--- src/hdl/fq_pkg.sv ---
// Shared types, codes and constants of the symmetric fake quantizer.
`timescale 1ns / 1ps

package fq_pkg;

    // Default width of a sample, of the running maximum and of a dequantized value.
    localparam int SAMPLE_WIDTH_DEF = 32;

    // Width of a quantized value, which is also the number of quotient bits
    // that the first division has to find.
    localparam int QBITS = 8;

    // Item kinds.
    localparam logic [1:0] KIND_CLEAR    = 2'd0;
    localparam logic [1:0] KIND_CALIB    = 2'd1;
    localparam logic [1:0] KIND_QUANTIZE = 2'd2;

    // Quantization modes.
    localparam logic [1:0] MODE_INT8 = 2'd0;
    localparam logic [1:0] MODE_INT4 = 2'd1;

    localparam logic [QBITS-1:0] QMAX_INT8 = 8'd127;
    localparam logic [QBITS-1:0] QMAX_INT4 = 8'd7;
    localparam logic [QBITS-1:0] QMAX_INT2 = 8'd1;

    // Largest magnitude of a quantized value for a positive and a negative sample.
    localparam logic [QBITS-1:0] QLIM_POS = 8'd127;
    localparam logic [QBITS-1:0] QLIM_NEG = 8'd128;

    // Command from the stream front end to the engine.
    typedef struct packed {
        logic       start;
        logic [1:0] kind;
        logic [1:0] mode;
    } fq_cmd_t;

    // Status from the engine back to the front end.
    typedef struct packed {
        logic idle;
        logic res_valid;
    } fq_stat_t;

    // Largest quantized magnitude for a mode; codes that mean nothing act as int2.
    function automatic logic [QBITS-1:0] qmax_of_mode(input logic [1:0] mode);
        logic [QBITS-1:0] qmax;
        case (mode)
            MODE_INT8: qmax = QMAX_INT8;
            MODE_INT4: qmax = QMAX_INT4;
            default:   qmax = QMAX_INT2;
        endcase
        return qmax;
    endfunction

endpackage

--- src/hdl/symmetric_fake_quantizer_top.sv ---
// Top level of the symmetric per-tensor fake quantizer: stream ports and result register.
`timescale 1ns / 1ps

// The tensor is sent twice. A clear beat zeroes the running absolute maximum,
// calibrate beats fold |sample| into it, and each quantize beat returns
// q = round(sample*qmax/max), rounded half away from zero and clamped to
// [-128,127], together with round(q*max/qmax) saturated to the sample format;
// with a zero maximum both are 0. qmax is 127, 7 or 1 for the int8, int4 and
// int2 modes set on the configuration channel, which should only be written
// while the block is idle. A calibrate or quantize beat is finished before
// the next beat is taken. With a zero maximum a quantize beat goes straight
// to its result; otherwise one shared compare-and-subtract unit first finds
// q over 8 quotient steps plus an overflow check, then divides by 2*qmax
// over SAMPLE_WIDTH steps plus an overflow check, with a multiply step
// before and a clamp step after each division. A finished result sits in
// the output register, so the next beat is taken while it waits.
module symmetric_fake_quantizer_top #(
    parameter int  SAMPLE_WIDTH = fq_pkg::SAMPLE_WIDTH_DEF,
    localparam int IN_TW        = ((SAMPLE_WIDTH + 7) / 8) * 8,
    localparam int OUT_TW       = ((fq_pkg::QBITS + SAMPLE_WIDTH + 7) / 8) * 8
) (
    input  logic              aclk,
    input  logic              aresetn,

    input  logic              s_tvalid,
    output logic              s_tready,
    input  logic [IN_TW-1:0]  s_tdata,   // sample
    input  logic [1:0]        s_tuser,   // kind

    output logic              m_tvalid,
    input  logic              m_tready,
    output logic [OUT_TW-1:0] m_tdata,   // quantized, dequantized

    input  logic              cfg_valid,
    output logic              cfg_ready,
    input  logic [1:0]        cfg_data   // quant_mode
);

    localparam int W  = SAMPLE_WIDTH;
    localparam int QB = fq_pkg::QBITS;

    logic [1:0]        mode_reg, mode_next;
    logic              m_tvalid_reg, m_tvalid_next;
    logic [OUT_TW-1:0] m_tdata_reg, m_tdata_next;

    fq_pkg::fq_cmd_t   cmd;
    fq_pkg::fq_stat_t  stat;
    logic              res_ready;
    logic [QB-1:0]     quantized;
    logic [W-1:0]      dequantized;

    // The mode register takes every write; writes must only be made while idle, which the block does not enforce.
    assign cfg_ready = 1'b1;
    assign mode_next = (cfg_valid && cfg_ready) ? cfg_data : mode_reg;

    // A beat is taken whenever the engine is idle, even if a result waits.
    assign s_tready  = stat.idle;
    assign cmd.start = s_tvalid && s_tready;
    assign cmd.kind  = s_tuser;
    assign cmd.mode  = mode_reg;

    // The output register frees itself in the same cycle as it is taken.
    assign res_ready = !m_tvalid_reg || m_tready;

    fq_engine #(
        .SAMPLE_WIDTH (SAMPLE_WIDTH)
    ) u_engine (
        .aclk        (aclk),
        .aresetn     (aresetn),
        .cmd         (cmd),
        .sample      (s_tdata[W-1:0]),
        .res_ready   (res_ready),
        .stat        (stat),
        .quantized   (quantized),
        .dequantized (dequantized)
    );

    always_comb begin
        m_tvalid_next = m_tvalid_reg;
        m_tdata_next  = m_tdata_reg;
        if (stat.res_valid && res_ready) begin
            m_tvalid_next = 1'b1;
            m_tdata_next  = OUT_TW'({dequantized, quantized});
        end else if (m_tready) begin
            m_tvalid_next = 1'b0;
        end
    end

    always_ff @(posedge aclk) begin
        if (!aresetn) begin
            mode_reg     <= fq_pkg::MODE_INT8;
            m_tvalid_reg <= 1'b0;
        end else begin
            mode_reg     <= mode_next;
            m_tvalid_reg <= m_tvalid_next;
        end
    end

    always_ff @(posedge aclk) begin
        m_tdata_reg <= m_tdata_next;
    end

    assign m_tvalid = m_tvalid_reg;
    assign m_tdata  = m_tdata_reg;

endmodule

--- src/hdl/fq_subtract.sv ---
// Shared compare-and-subtract unit of the quantizer engine.
`timescale 1ns / 1ps

module fq_subtract #(
    parameter int WIDTH = 41
) (
    input  logic [WIDTH-1:0] a,
    input  logic [WIDTH-1:0] b,
    output logic             ge,
    output logic [WIDTH-1:0] diff
);

    logic borrow;

    assign {borrow, diff} = {1'b0, a} - {1'b0, b};
    assign ge = ~borrow;

endmodule

--- src/hdl/fq_engine.sv ---
// Sequencer and datapath of the quantizer: maximum tracking and both divisions.
`timescale 1ns / 1ps

module fq_engine #(
    parameter int SAMPLE_WIDTH = fq_pkg::SAMPLE_WIDTH_DEF
) (
    input  logic                     aclk,
    input  logic                     aresetn,
    input  fq_pkg::fq_cmd_t          cmd,
    input  logic [SAMPLE_WIDTH-1:0]  sample,
    input  logic                     res_ready,
    output fq_pkg::fq_stat_t         stat,
    output logic [fq_pkg::QBITS-1:0] quantized,
    output logic [SAMPLE_WIDTH-1:0]  dequantized
);

    localparam int W  = SAMPLE_WIDTH;
    localparam int QB = fq_pkg::QBITS;
    localparam int PW = W + QB;
    localparam int NW = W + QB + 1;
    localparam int CW = $clog2(W + 1);

    typedef enum logic [5:0] {
        ST_IDLE = 6'b000001,
        ST_CAL  = 6'b000010,
        ST_LOAD = 6'b000100,
        ST_DIV  = 6'b001000,
        ST_FIN  = 6'b010000,
        ST_DONE = 6'b100000
    } state_t;

    state_t          state_reg, state_next;
    logic [W-1:0]    max_reg, max_next;
    logic [W-1:0]    mag_reg, mag_next;
    logic            neg_reg, neg_next;
    logic            phase_reg, phase_next;
    logic            first_reg, first_next;
    logic            ovf_reg, ovf_next;
    logic [CW-1:0]   cnt_reg, cnt_next;
    logic [NW-1:0]   rem_reg, rem_next;
    logic [NW-1:0]   dsr_reg, dsr_next;
    logic [W-1:0]    quo_reg, quo_next;
    logic [QB-1:0]   qmag_reg, qmag_next;
    logic [QB-1:0]   q_res_reg, q_res_next;
    logic [W-1:0]    dq_res_reg, dq_res_next;

    logic [QB-1:0]   qmax;
    logic [QB-1:0]   limit;
    logic [W-1:0]    mul_a;
    logic [QB-1:0]   mul_b;
    logic [PW-1:0]   prod;
    logic [NW-1:0]   add_b;
    logic [NW-1:0]   load_val;
    logic [NW-1:0]   dsr_load;
    logic [NW-1:0]   sub_a;
    logic [NW-1:0]   sub_b;
    logic            sub_ge;
    logic [NW-1:0]   sub_diff;
    logic [QB-1:0]   qraw;
    logic [QB-1:0]   qsel;
    logic [W-1:0]    rlim;
    logic [W-1:0]    dqsel;
    logic            in_neg;

    assign qmax  = fq_pkg::qmax_of_mode(cmd.mode);
    assign limit = neg_reg ? fq_pkg::QLIM_NEG : fq_pkg::QLIM_POS;

    // One multiplier serves both loads: 2*|x|*qmax + M, then 2*|q|*M + qmax.
    assign mul_a    = phase_reg ? max_reg : mag_reg;
    assign mul_b    = phase_reg ? qmag_reg : qmax;
    assign prod     = PW'(mul_a) * PW'(mul_b);
    assign add_b    = phase_reg ? NW'(qmax) : NW'(max_reg);
    assign load_val = NW'({prod, 1'b0}) + add_b;

    // Divisor placed above the quotient field for the overflow check: 2M or 2*qmax.
    assign dsr_load = phase_reg ? (NW'({qmax[QB-2:0], 1'b0}) << W)
                                : (NW'(max_reg) << (QB + 1));

    assign sub_a = (state_reg == ST_CAL) ? NW'(mag_reg) : rem_reg;
    assign sub_b = (state_reg == ST_CAL) ? NW'(max_reg) : dsr_reg;

    fq_subtract #(
        .WIDTH (NW)
    ) u_sub (
        .a    (sub_a),
        .b    (sub_b),
        .ge   (sub_ge),
        .diff (sub_diff)
    );

    assign qraw  = quo_reg[QB-1:0];
    assign qsel  = (ovf_reg || (qraw > limit)) ? limit : qraw;
    assign rlim  = neg_reg ? (W'(1) << (W - 1)) : ((W'(1) << (W - 1)) - W'(1));
    assign dqsel = (ovf_reg || (quo_reg > rlim)) ? rlim : quo_reg;
    assign in_neg = sample[W-1];

    always_comb begin
        state_next  = state_reg;
        max_next    = max_reg;
        mag_next    = mag_reg;
        neg_next    = neg_reg;
        phase_next  = phase_reg;
        first_next  = first_reg;
        ovf_next    = ovf_reg;
        cnt_next    = cnt_reg;
        rem_next    = rem_reg;
        dsr_next    = dsr_reg;
        quo_next    = quo_reg;
        qmag_next   = qmag_reg;
        q_res_next  = q_res_reg;
        dq_res_next = dq_res_reg;

        case (state_reg)
            ST_IDLE: begin
                if (cmd.start) begin
                    neg_next   = in_neg;
                    mag_next   = in_neg ? (W'(0) - sample) : sample;
                    phase_next = 1'b0;
                    case (cmd.kind)
                        fq_pkg::KIND_CLEAR: begin
                            max_next = '0;
                        end
                        fq_pkg::KIND_CALIB: begin
                            state_next = ST_CAL;
                        end
                        fq_pkg::KIND_QUANTIZE: begin
                            if (max_reg == '0) begin
                                q_res_next  = '0;
                                dq_res_next = '0;
                                state_next  = ST_DONE;
                            end else begin
                                state_next = ST_LOAD;
                            end
                        end
                        default: begin
                            state_next = ST_IDLE;
                        end
                    endcase
                end
            end
            ST_CAL: begin
                if (sub_ge) begin
                    max_next = mag_reg;
                end
                state_next = ST_IDLE;
            end
            ST_LOAD: begin
                rem_next   = load_val;
                dsr_next   = dsr_load;
                first_next = 1'b1;
                quo_next   = '0;
                cnt_next   = phase_reg ? CW'(W) : CW'(QB);
                state_next = ST_DIV;
            end
            ST_DIV: begin
                dsr_next = dsr_reg >> 1;
                if (first_reg) begin
                    // The quotient does not fit its field: saturate later.
                    ovf_next   = sub_ge;
                    first_next = 1'b0;
                end else begin
                    if (sub_ge) begin
                        rem_next = sub_diff;
                    end
                    quo_next = {quo_reg[W-2:0], sub_ge};
                    cnt_next = cnt_reg - CW'(1);
                    if (cnt_reg == CW'(1)) begin
                        state_next = ST_FIN;
                    end
                end
            end
            ST_FIN: begin
                if (!phase_reg) begin
                    qmag_next  = qsel;
                    phase_next = 1'b1;
                    state_next = ST_LOAD;
                end else begin
                    q_res_next  = neg_reg ? (QB'(0) - qmag_reg) : qmag_reg;
                    dq_res_next = neg_reg ? (W'(0) - dqsel) : dqsel;
                    state_next  = ST_DONE;
                end
            end
            ST_DONE: begin
                if (res_ready) begin
                    state_next = ST_IDLE;
                end
            end
            default: begin
                state_next = ST_IDLE;
            end
        endcase
    end

    always_ff @(posedge aclk) begin
        if (!aresetn) begin
            state_reg <= ST_IDLE;
            max_reg   <= '0;
        end else begin
            state_reg <= state_next;
            max_reg   <= max_next;
        end
    end

    always_ff @(posedge aclk) begin
        mag_reg    <= mag_next;
        neg_reg    <= neg_next;
        phase_reg  <= phase_next;
        first_reg  <= first_next;
        ovf_reg    <= ovf_next;
        cnt_reg    <= cnt_next;
        rem_reg    <= rem_next;
        dsr_reg    <= dsr_next;
        quo_reg    <= quo_next;
        qmag_reg   <= qmag_next;
        q_res_reg  <= q_res_next;
        dq_res_reg <= dq_res_next;
    end

    assign stat.idle      = (state_reg == ST_IDLE);
    assign stat.res_valid = (state_reg == ST_DONE);
    assign quantized      = q_res_reg;
    assign dequantized    = dq_res_reg;

    // The first division never needs more than a quantized value's worth of steps.
    a_div1_steps: assert property (@(posedge aclk) disable iff (!aresetn)
        (state_reg == ST_DIV && !phase_reg) |-> (cnt_reg <= CW'(QB)))
        else $error("first division step count out of range");

    // Items are only taken while the sequencer is idle.
    a_start_idle: assert property (@(posedge aclk) disable iff (!aresetn)
        cmd.start |-> (state_reg == ST_IDLE))
        else $error("item accepted while busy");

    // A non-negative sample never yields a negative result.
    a_sign: assert property (@(posedge aclk) disable iff (!aresetn)
        (state_reg == ST_DONE && !neg_reg) |-> (!dq_res_reg[W-1] && !q_res_reg[QB-1]))
        else $error("negative result for a non-negative sample");

    // The running maximum only moves on a clear or a calibrate item.
    a_max_update: assert property (@(posedge aclk) disable iff (!aresetn)
        ($past(aresetn) && !$stable(max_reg)) |->
            (($past(state_reg) == ST_CAL) ||
             $past(cmd.start && (cmd.kind == fq_pkg::KIND_CLEAR))))
        else $error("running maximum changed outside clear or calibrate");

endmodule

--- config.mk ---
export PLATFORM = sky130hd
export DESIGN_NAME = symmetric_fake_quantizer_top
export DESIGN_NICKNAME = d
export VERILOG_FILES = /design/src/hdl/fq_pkg.sv /design/src/hdl/symmetric_fake_quantizer_top.sv /design/src/hdl/fq_subtract.sv /design/src/hdl/fq_engine.sv
export SDC_FILE = /design/constraint.sdc
export NUM_CORES = 1
export LEC_CHECK = 0
export ABC_AREA = 1
export BUFFER_PORTS_ARGS = -buffer_cell sky130_fd_sc_hd__buf_2
export CORE_ASPECT_RATIO = 0.7
export CORE_MARGIN = 3
export CORE_UTILIZATION = 58
export DETAILED_ROUTE_END_ITERATION = 7
export GPL_TIMING_DRIVEN = 1
export HOLD_SLACK_MARGIN = 0.02
export PLACE_DENSITY = 0.75
export SETUP_SLACK_MARGIN = 0.5
export SYNTH_ARGS = -nofsm -noshare
export SYNTH_HDL_FRONTEND = slang
export SYNTH_SLANG_ARGS = --single-unit
--- constraint.sdc ---
create_clock -name aclk -period 9.6 [get_ports aclk]
set_input_delay 0.96 -clock aclk [delete_from_list [all_inputs] [get_ports aclk]]
set_output_delay 0.96 -clock aclk [all_outputs]
set_load 0.005 [all_outputs]
==> metrics.md, run 1 <==
| Metric | Value |
|---|---|
| Status | `complete, no violations` |
| Die ar. | `0.0496 mm^2` |
| Clock Sinks | `285` |
| Layout cell share with drive strength beyond 1 | `0.0554` |
| Vias | `25115` |
| Max clock buf depth | `3` |
| First-pass GRT wire length | `139 mm` |
| Initial antenna violation count | `1` |
| Crit-path max cell delay | `0.56 ns` |
| Resize count post-CTS | `0` |
| Ys flop type | `edfxtp_1` |
| Hold buffers post-CTS | `0` |
| Latest clock arrival within the worst-skew pair | `0.60 ns` |
| Die H | `187 um` |
| Die X | `265 um` |
| Worst hold path class | `reg -> reg` |
| TritonCTS clock tree | `yes` |
| Drt initial violations | `3806` |
| CP endpoint kind | `register` |
| Mux cell area share after synthesis | `0.000414` |
| Setup TNS | `0 ns` |
| Clk root buf | `clkbuf_16` |
| Worst slack, placed | `1.15 ns` |
| I/O pins | `84` |
| Crit Path Class | `reg -> reg` |
| CP Max Fanout | `21` |
| Compound-cell area share of the yosys netlist | `0.128` |
| Ys async rst share | `0` |
| Post-Synthesis Cells | `3618` |
| CP max stage cell | `a21oi_1` |
| Adder-cell share of the synthesized area | `0.215` |
| Main combinational cell family by area after synthesis | `simple AND/OR/NAND/NOR gates` |
| DR vias/cell | `5.86` |
| Largest net degree at the start of global routing | `95` |
| Peak Freq | `0.118 GHz` |
| Final wirelength | `91.4 mm` |
| GRT Overall Usage | `0.365` |
| Endpoints failing setup | `0` |
| Worst Path Arrival | `8.81 ns` |
| Yosys cell types | `59` |
| Most frequent cells in the layout | `nand2_1 (777), inv_1 (584), nor2_1 (513)` |
| R2R depth | `32` |
| Fin worst setup slack | `1.11 ns` |
| Startpoint Class | `register` |
| Final nets | `4061` |
| Layout Area Growth over Synthesis | `7.37%` |
| Fin crit period | `8.49 ns` |
| Post-Route Utilization | `0.639` |
| Pin slew with the least headroom to its limit | `1.18 ns` |
| Simple-gate share of the synthesized area | `0.234` |
| GP Congestion | `1.03` |
| Setup repair bufs after CTS | `0` |
| Core footprint | `0.0457 mm^2` |
| Hold path depth | `0` |
| Final period util | `0.884` |
| Worst Path Required | `9.92 ns` |
| Synth Warn # | `0` |
| Final Hold Viols | `0` |
| ANT nets after route | `0` |
| Detailed-route DRC error count | `0` |
| Design area | `0.0292 mm^2` |
| Port bufs | `82` |
| Area after DPL | `0.0282 mm^2` |
| Syn Area/Cell | `7.52 um^2` |
| Post-synth EDFFs | `244` |
| Post-synthesis xor/xnor area fraction | `0.0264` |
| Fin. max-slew vios | `0` |
| RSZ-0062 raised after global routing | `no` |
| Max-cap violations | `0` |
| Max-slew headroom | `0.213` |
| CTS Buf Count | `28` |
| H-tree Lvls | `1` |
| DP HPWL | `74.1 mm` |
| Most common cell after layout, fill and taps aside | `nand2_1` |
| Sequential element share of the synthesized area | `0.300` |
| Routed len/inst | `21.3 um` |
| Router iterations before antenna repair | `7` |
| Clock skew | `0.0386 ns` |
| Rows | `65` |
| Vias in the first global route | `22479` |
| Remaining Overflow, GRT | `0` |
| Post-Syn Area | `0.0272 mm^2` |
| Initial Util | `0.595` |
| Mapped Nets | `4017` |
| Worst-path clk slew | `0.08 ns` |
| CP dominant cell by count | `nand2_1` |
| Yosys reg bits | `285` |
[kinds of logic (layout without fill, tap and decap cells)]
| kind of cell | count (synthesis) | in the layout |
|---|---|---|
| XOR/XNOR | 82 | 82 |
| buffers and inverters | 688 | 752 |
| flip-flops | 285 | 285 |
| adder cells (fa/ha/maj) | 358 | 358 |
| multiplexers | 1 | 1 |
| AO/OA/AOI/OAI | 649 | 649 |
| AND/OR/NAND/NOR | 1554 | 1554 |
| other | 1 | 3 |
[cell usage after synthesis, drive strengths merged (5+ instances only)]
cell	instances	area, um^2
nand2	785	2980
inv	588	2210
nor2	521	1990
o21ai	281	1410
a21oi	270	1350
edfxtp	244	7330
fa	182	3640
ha	176	2200
nand3	145	746
clkbuf	69	259
xor2	48	420
dfxtp	41	821
xnor2	34	298
nor3	33	180
buf	28	149
a31oi	26	163
nand4	23	144
nor4	15	106
or2	15	93.8
a21o	11	82.6
o21bai	11	82.6
o211ai	10	75.1
a21boi	9	67.6
o21a	9	67.6
nand3b	6	45.0
o31ai	6	45.0
and2	5	31.3
[final timing paths]
kind	startpoint	endpoint	slack [ns]
worst max-delay path	u_engine.phase_reg	u_engine.rem_reg[36]	1.11
worst min register to register	u_engine.dequantized[27]	m_tdata[35]	0.42
worst max register to register	u_engine.phase_reg	u_engine.rem_reg[36]	1.11
worst min-delay path	u_engine.dequantized[27]	m_tdata[35]	0.42
[layout make-up]
| class | instances | area [um^2] |
|---|---|---|
| Sequential cell | 285 | 8150 |
| Clock inverter | 19 | 235 |
| Multi-Input combinational cell | 2645 | 16500 |
| Timing Repair Buffer | 111 | 632 |
| Tap cell | 603 | 754 |
| Inverter | 591 | 2230 |
| Fill cell | 4156 | 16500 |
| Antenna cell | 2 | 5.00 |
| Clock buffer | 31 | 712 |
[per-layer routing]
| layer | part of all wire | up-vias | track usage |
|---|---|---|---|
| met4 | 0.016 | 0 | 0.0508 |
| met5 | 0 | - | 0 |
| met1 | 0.47 | 11683 | 0.610 |
| met3 | 0.17 | 102 | 0.141 |
| met2 | 0.35 | 1572 | 0.437 |
| li1 | - | 11758 | - |
[metrics by stage]
step	cells	hold slack [ns]
floorplan	3618	0.400
global placement	4235	0.400
detailed placement	4235	0.405
CTS	4285	0.420
global route	4285	0.425
finish	4287	0.420
[worst max-delay path: cells and delay by family, from the launching register on]
| kind | cells | cell delay [ns] |
|---|---|---|
| xor gates and xnor gates | 1 | 0.14 |
| AOI/OAI and AO/OA | 7 | 2.07 |
| adders and majority gates | 6 | 2.77 |
| DFF | 1 | 0.37 |
| buffers and inverters | 6 | 1.16 |
| and+or+nand+nor | 12 | 1.67 |
Power of run 1 is left out: the tool's default activity adds up to more than one toggle a clock period on the data nets, which glitch-free logic cannot reach.
==> inputs of run 2 (changes only) <==
- CORE_ASPECT_RATIO: 0.7 -> unset
==> metrics.md, run 2 (synthesis results as in run 1) <==
| Metric | Value |
|---|---|
| DR vias/cell | `5.75 (-1.8%)` |
| Detailed-route DRC error count | `0 (unchanged)` |
| Most Crowded Layer GR | `met2` |
| CP max stage cell | `fa_1` |
| Fin worst setup slack | `1.01 ns (-0.0988 ns)` |
| Layout Area Growth over Synthesis | `8.12%` |
| Final nets | `4071 (+0.25%)` |
| Design area | `0.0294 mm^2 (+0.71%)` |
| Worst hold path class | `reg -> reg` |
| HP Start | `u_engine.dequantized[25]` |
| H-tree Lvls | `2 (+1)` |
| Worst slack, placed | `1.27 ns (+0.124 ns)` |
| Worst-path clk slew | `0.06 ns (-0.02 ns)` |
| Met2 Track Usage GR | `0.564 (+0.127)` |
| Peak Freq | `0.116 GHz (-1.2%)` |
| GP Congestion | `1.03 (about the same)` |
| First-pass GRT wire length | `130 mm (-6.2%)` |
| Worst Hold Endpoint | `m_tdata[33]` |
| Hold path depth | `0 (unchanged)` |
| Initial Util | `0.593 (-0.00211)` |
| Fillers | `4166 (+0.24%)` |
| Max clock buf depth | `3 (unchanged)` |
| Worst Path Required | `9.88 ns (-0.04 ns)` |
| CP dominant cell by count | `nand2_1` |
| Most frequent cells in the layout | `nand2_1 (777), inv_1 (583), nor2_1 (513)` |
| Post-Route Utilization | `0.641 (+0.00223)` |
| Crit-path max cell delay | `0.55 ns (about the same)` |
| Clock skew | `0.0323 ns (-0.00623 ns)` |
| Rows | `78 (+20%)` |
| Remaining Overflow, GRT | `0 (unchanged)` |
| Clk root buf | `clkbuf_16` |
| DP HPWL | `66.8 mm (-9.8%)` |
| Max-cap violations | `0 (unchanged)` |
| Most common cell after layout, fill and taps aside | `nand2_1` |
| RSZ-0062 raised after global routing | `no` |
| Drt initial violations | `2300 (-40%)` |
| Router iterations before antenna repair | `7 (unchanged)` |
| CP endpoint kind | `register` |
| Max-slew headroom | `0.241 (+0.0277)` |
| Vias | `24719 (-1.6%)` |
| Fin crit period | `8.59 ns (+0.0988 ns)` |
| Fin. max-slew vios | `0 (unchanged)` |
| Final period util | `0.894 (+0.0103)` |
| R2r setup slk | `1.01 ns (-0.10 ns)` |
| Final wirelength | `84.7 mm (-7.4%)` |
| Setup TNS | `0 ns (unchanged)` |
| Pin slew with the least headroom to its limit | `1.14 ns (-0.0385 ns)` |
| I/O pins | `84 (unchanged)` |
| Met1 usage in global routing | `0.409 (-0.201)` |
| Layout cell share with drive strength beyond 1 | `0.0584 (+0.00304)` |
| CP Max Fanout | `41 (+95%)` |
| Area after DPL | `0.0282 mm^2 (about the same)` |
| CTS Buf Count | `35 (+25%)` |
| Final Hold Viols | `0 (unchanged)` |
| Routed len/inst | `19.7 um (-7.6%)` |
| Worst Path Arrival | `8.87 ns (+0.06 ns)` |
| Met3 Usage GRT | `0.0613 (-0.0798)` |
| Clock Sinks | `285 (unchanged)` |
| Worst r2r src | `u_engine.phase_reg` |
| Port bufs | `82 (unchanged)` |
| Core footprint | `0.0459 mm^2 (+0.36%)` |
| Die X | `223 um (-16%)` |
| Status | `complete, no violations` |
| Endpoints failing setup | `0 (unchanged)` |
| Die ar. | `0.0495 mm^2 (about the same)` |
| ANT nets after route | `0 (unchanged)` |
| Latest clock arrival within the worst-skew pair | `0.57 ns (-0.03 ns)` |
| Crit Path Class | `reg -> reg` |
| Worst R2R End | `u_engine.rem_reg[36]` |
| R2R depth | `33 (+3.1%)` |
| Initial antenna violation count | `1 (unchanged)` |
| Startpoint Class | `register` |
| Die H | `223 um (+19%)` |
| GRT Overall Usage | `0.335 (-0.0301)` |
| TritonCTS clock tree | `yes` |
| Vias in the first global route | `23532 (+4.7%)` |
| Largest net degree at the start of global routing | `90 (-5.3%)` |
run 2: metal layers:
metal / part of all wire / routed length [um]
met1: 0.38 / 32100
met4: 0.065 / 5550
met3: 0.079 / 6690
met2: 0.48 / 40300
met5: 0.00018 / 15
run 2: stage by stage:
step / hold WS [ns] / instances
final: 0.417 / 4297
after detailed placement: 0.405 / 4230
after global routing: 0.420 / 4296
after global placement: 0.401 / 4230
after floorplan: 0.400 / 3618
after CTS: 0.419 / 4291
run 2: layout make-up:
| class | instances | area (um^2) | share of cell area |
|---|---|---|---|
| Antenna cell | 1 | 2.50 | 0.0000851 |
| Inverter | 591 | 2230 | 0.0757 |
| Clock buffer | 44 | 951 | 0.0323 |
| Timing Repair Buffer | 112 | 636 | 0.0216 |
| Tap cell | 600 | 751 | 0.0255 |
| Sequential cell | 285 | 8150 | 0.277 |
| Timing Repair inverter | 2 | 15.0 | 0.000511 |
| Clock inverter | 17 | 186 | 0.00634 |
| Multi-Input combinational cell | 2645 | 16500 | 0.561 |
run 2: worst max-delay path, delay by kind of cell, from the launching register on:
| kind | cells | cell delay (ns) |
|---|---|---|
| adder cells (fa/ha/maj) | 6 | 2.57 |
| AO/OA/AOI/OAI | 7 | 2.04 |
| AND/OR/NAND/NOR | 11 | 1.60 |
| buffers and inverters | 8 | 1.46 |
| flip-flops | 1 | 0.33 |
| XOR/XNOR | 1 | 0.28 |
run 2: what timing repair did:
action,CTS,global route
setup endpoints to repair,0,2
gates resized for setup,0,6
buffers inserted,0,3
hold buffers,0,0
hold endpoints to repair,0,0
run 2: worst max path at each step:
stage,from,end,slack (ns),cells past startpoint
after detailed placement,u_engine.phase_reg,u_engine.rem_reg[36],1.27,33
final,u_engine.phase_reg,u_engine.rem_reg[36],1.01,33
after global routing,u_engine.phase_reg,u_engine.rem_reg[40],0.51,34
after CTS,u_engine.phase_reg,u_engine.rem_reg[36],1.21,33
after floorplan,s_tuser[0],u_engine.dequantized[0],1.37,4
after global placement,u_engine.phase_reg,u_engine.rem_reg[40],1.33,34
Power of run 2 is left out for the same reason.
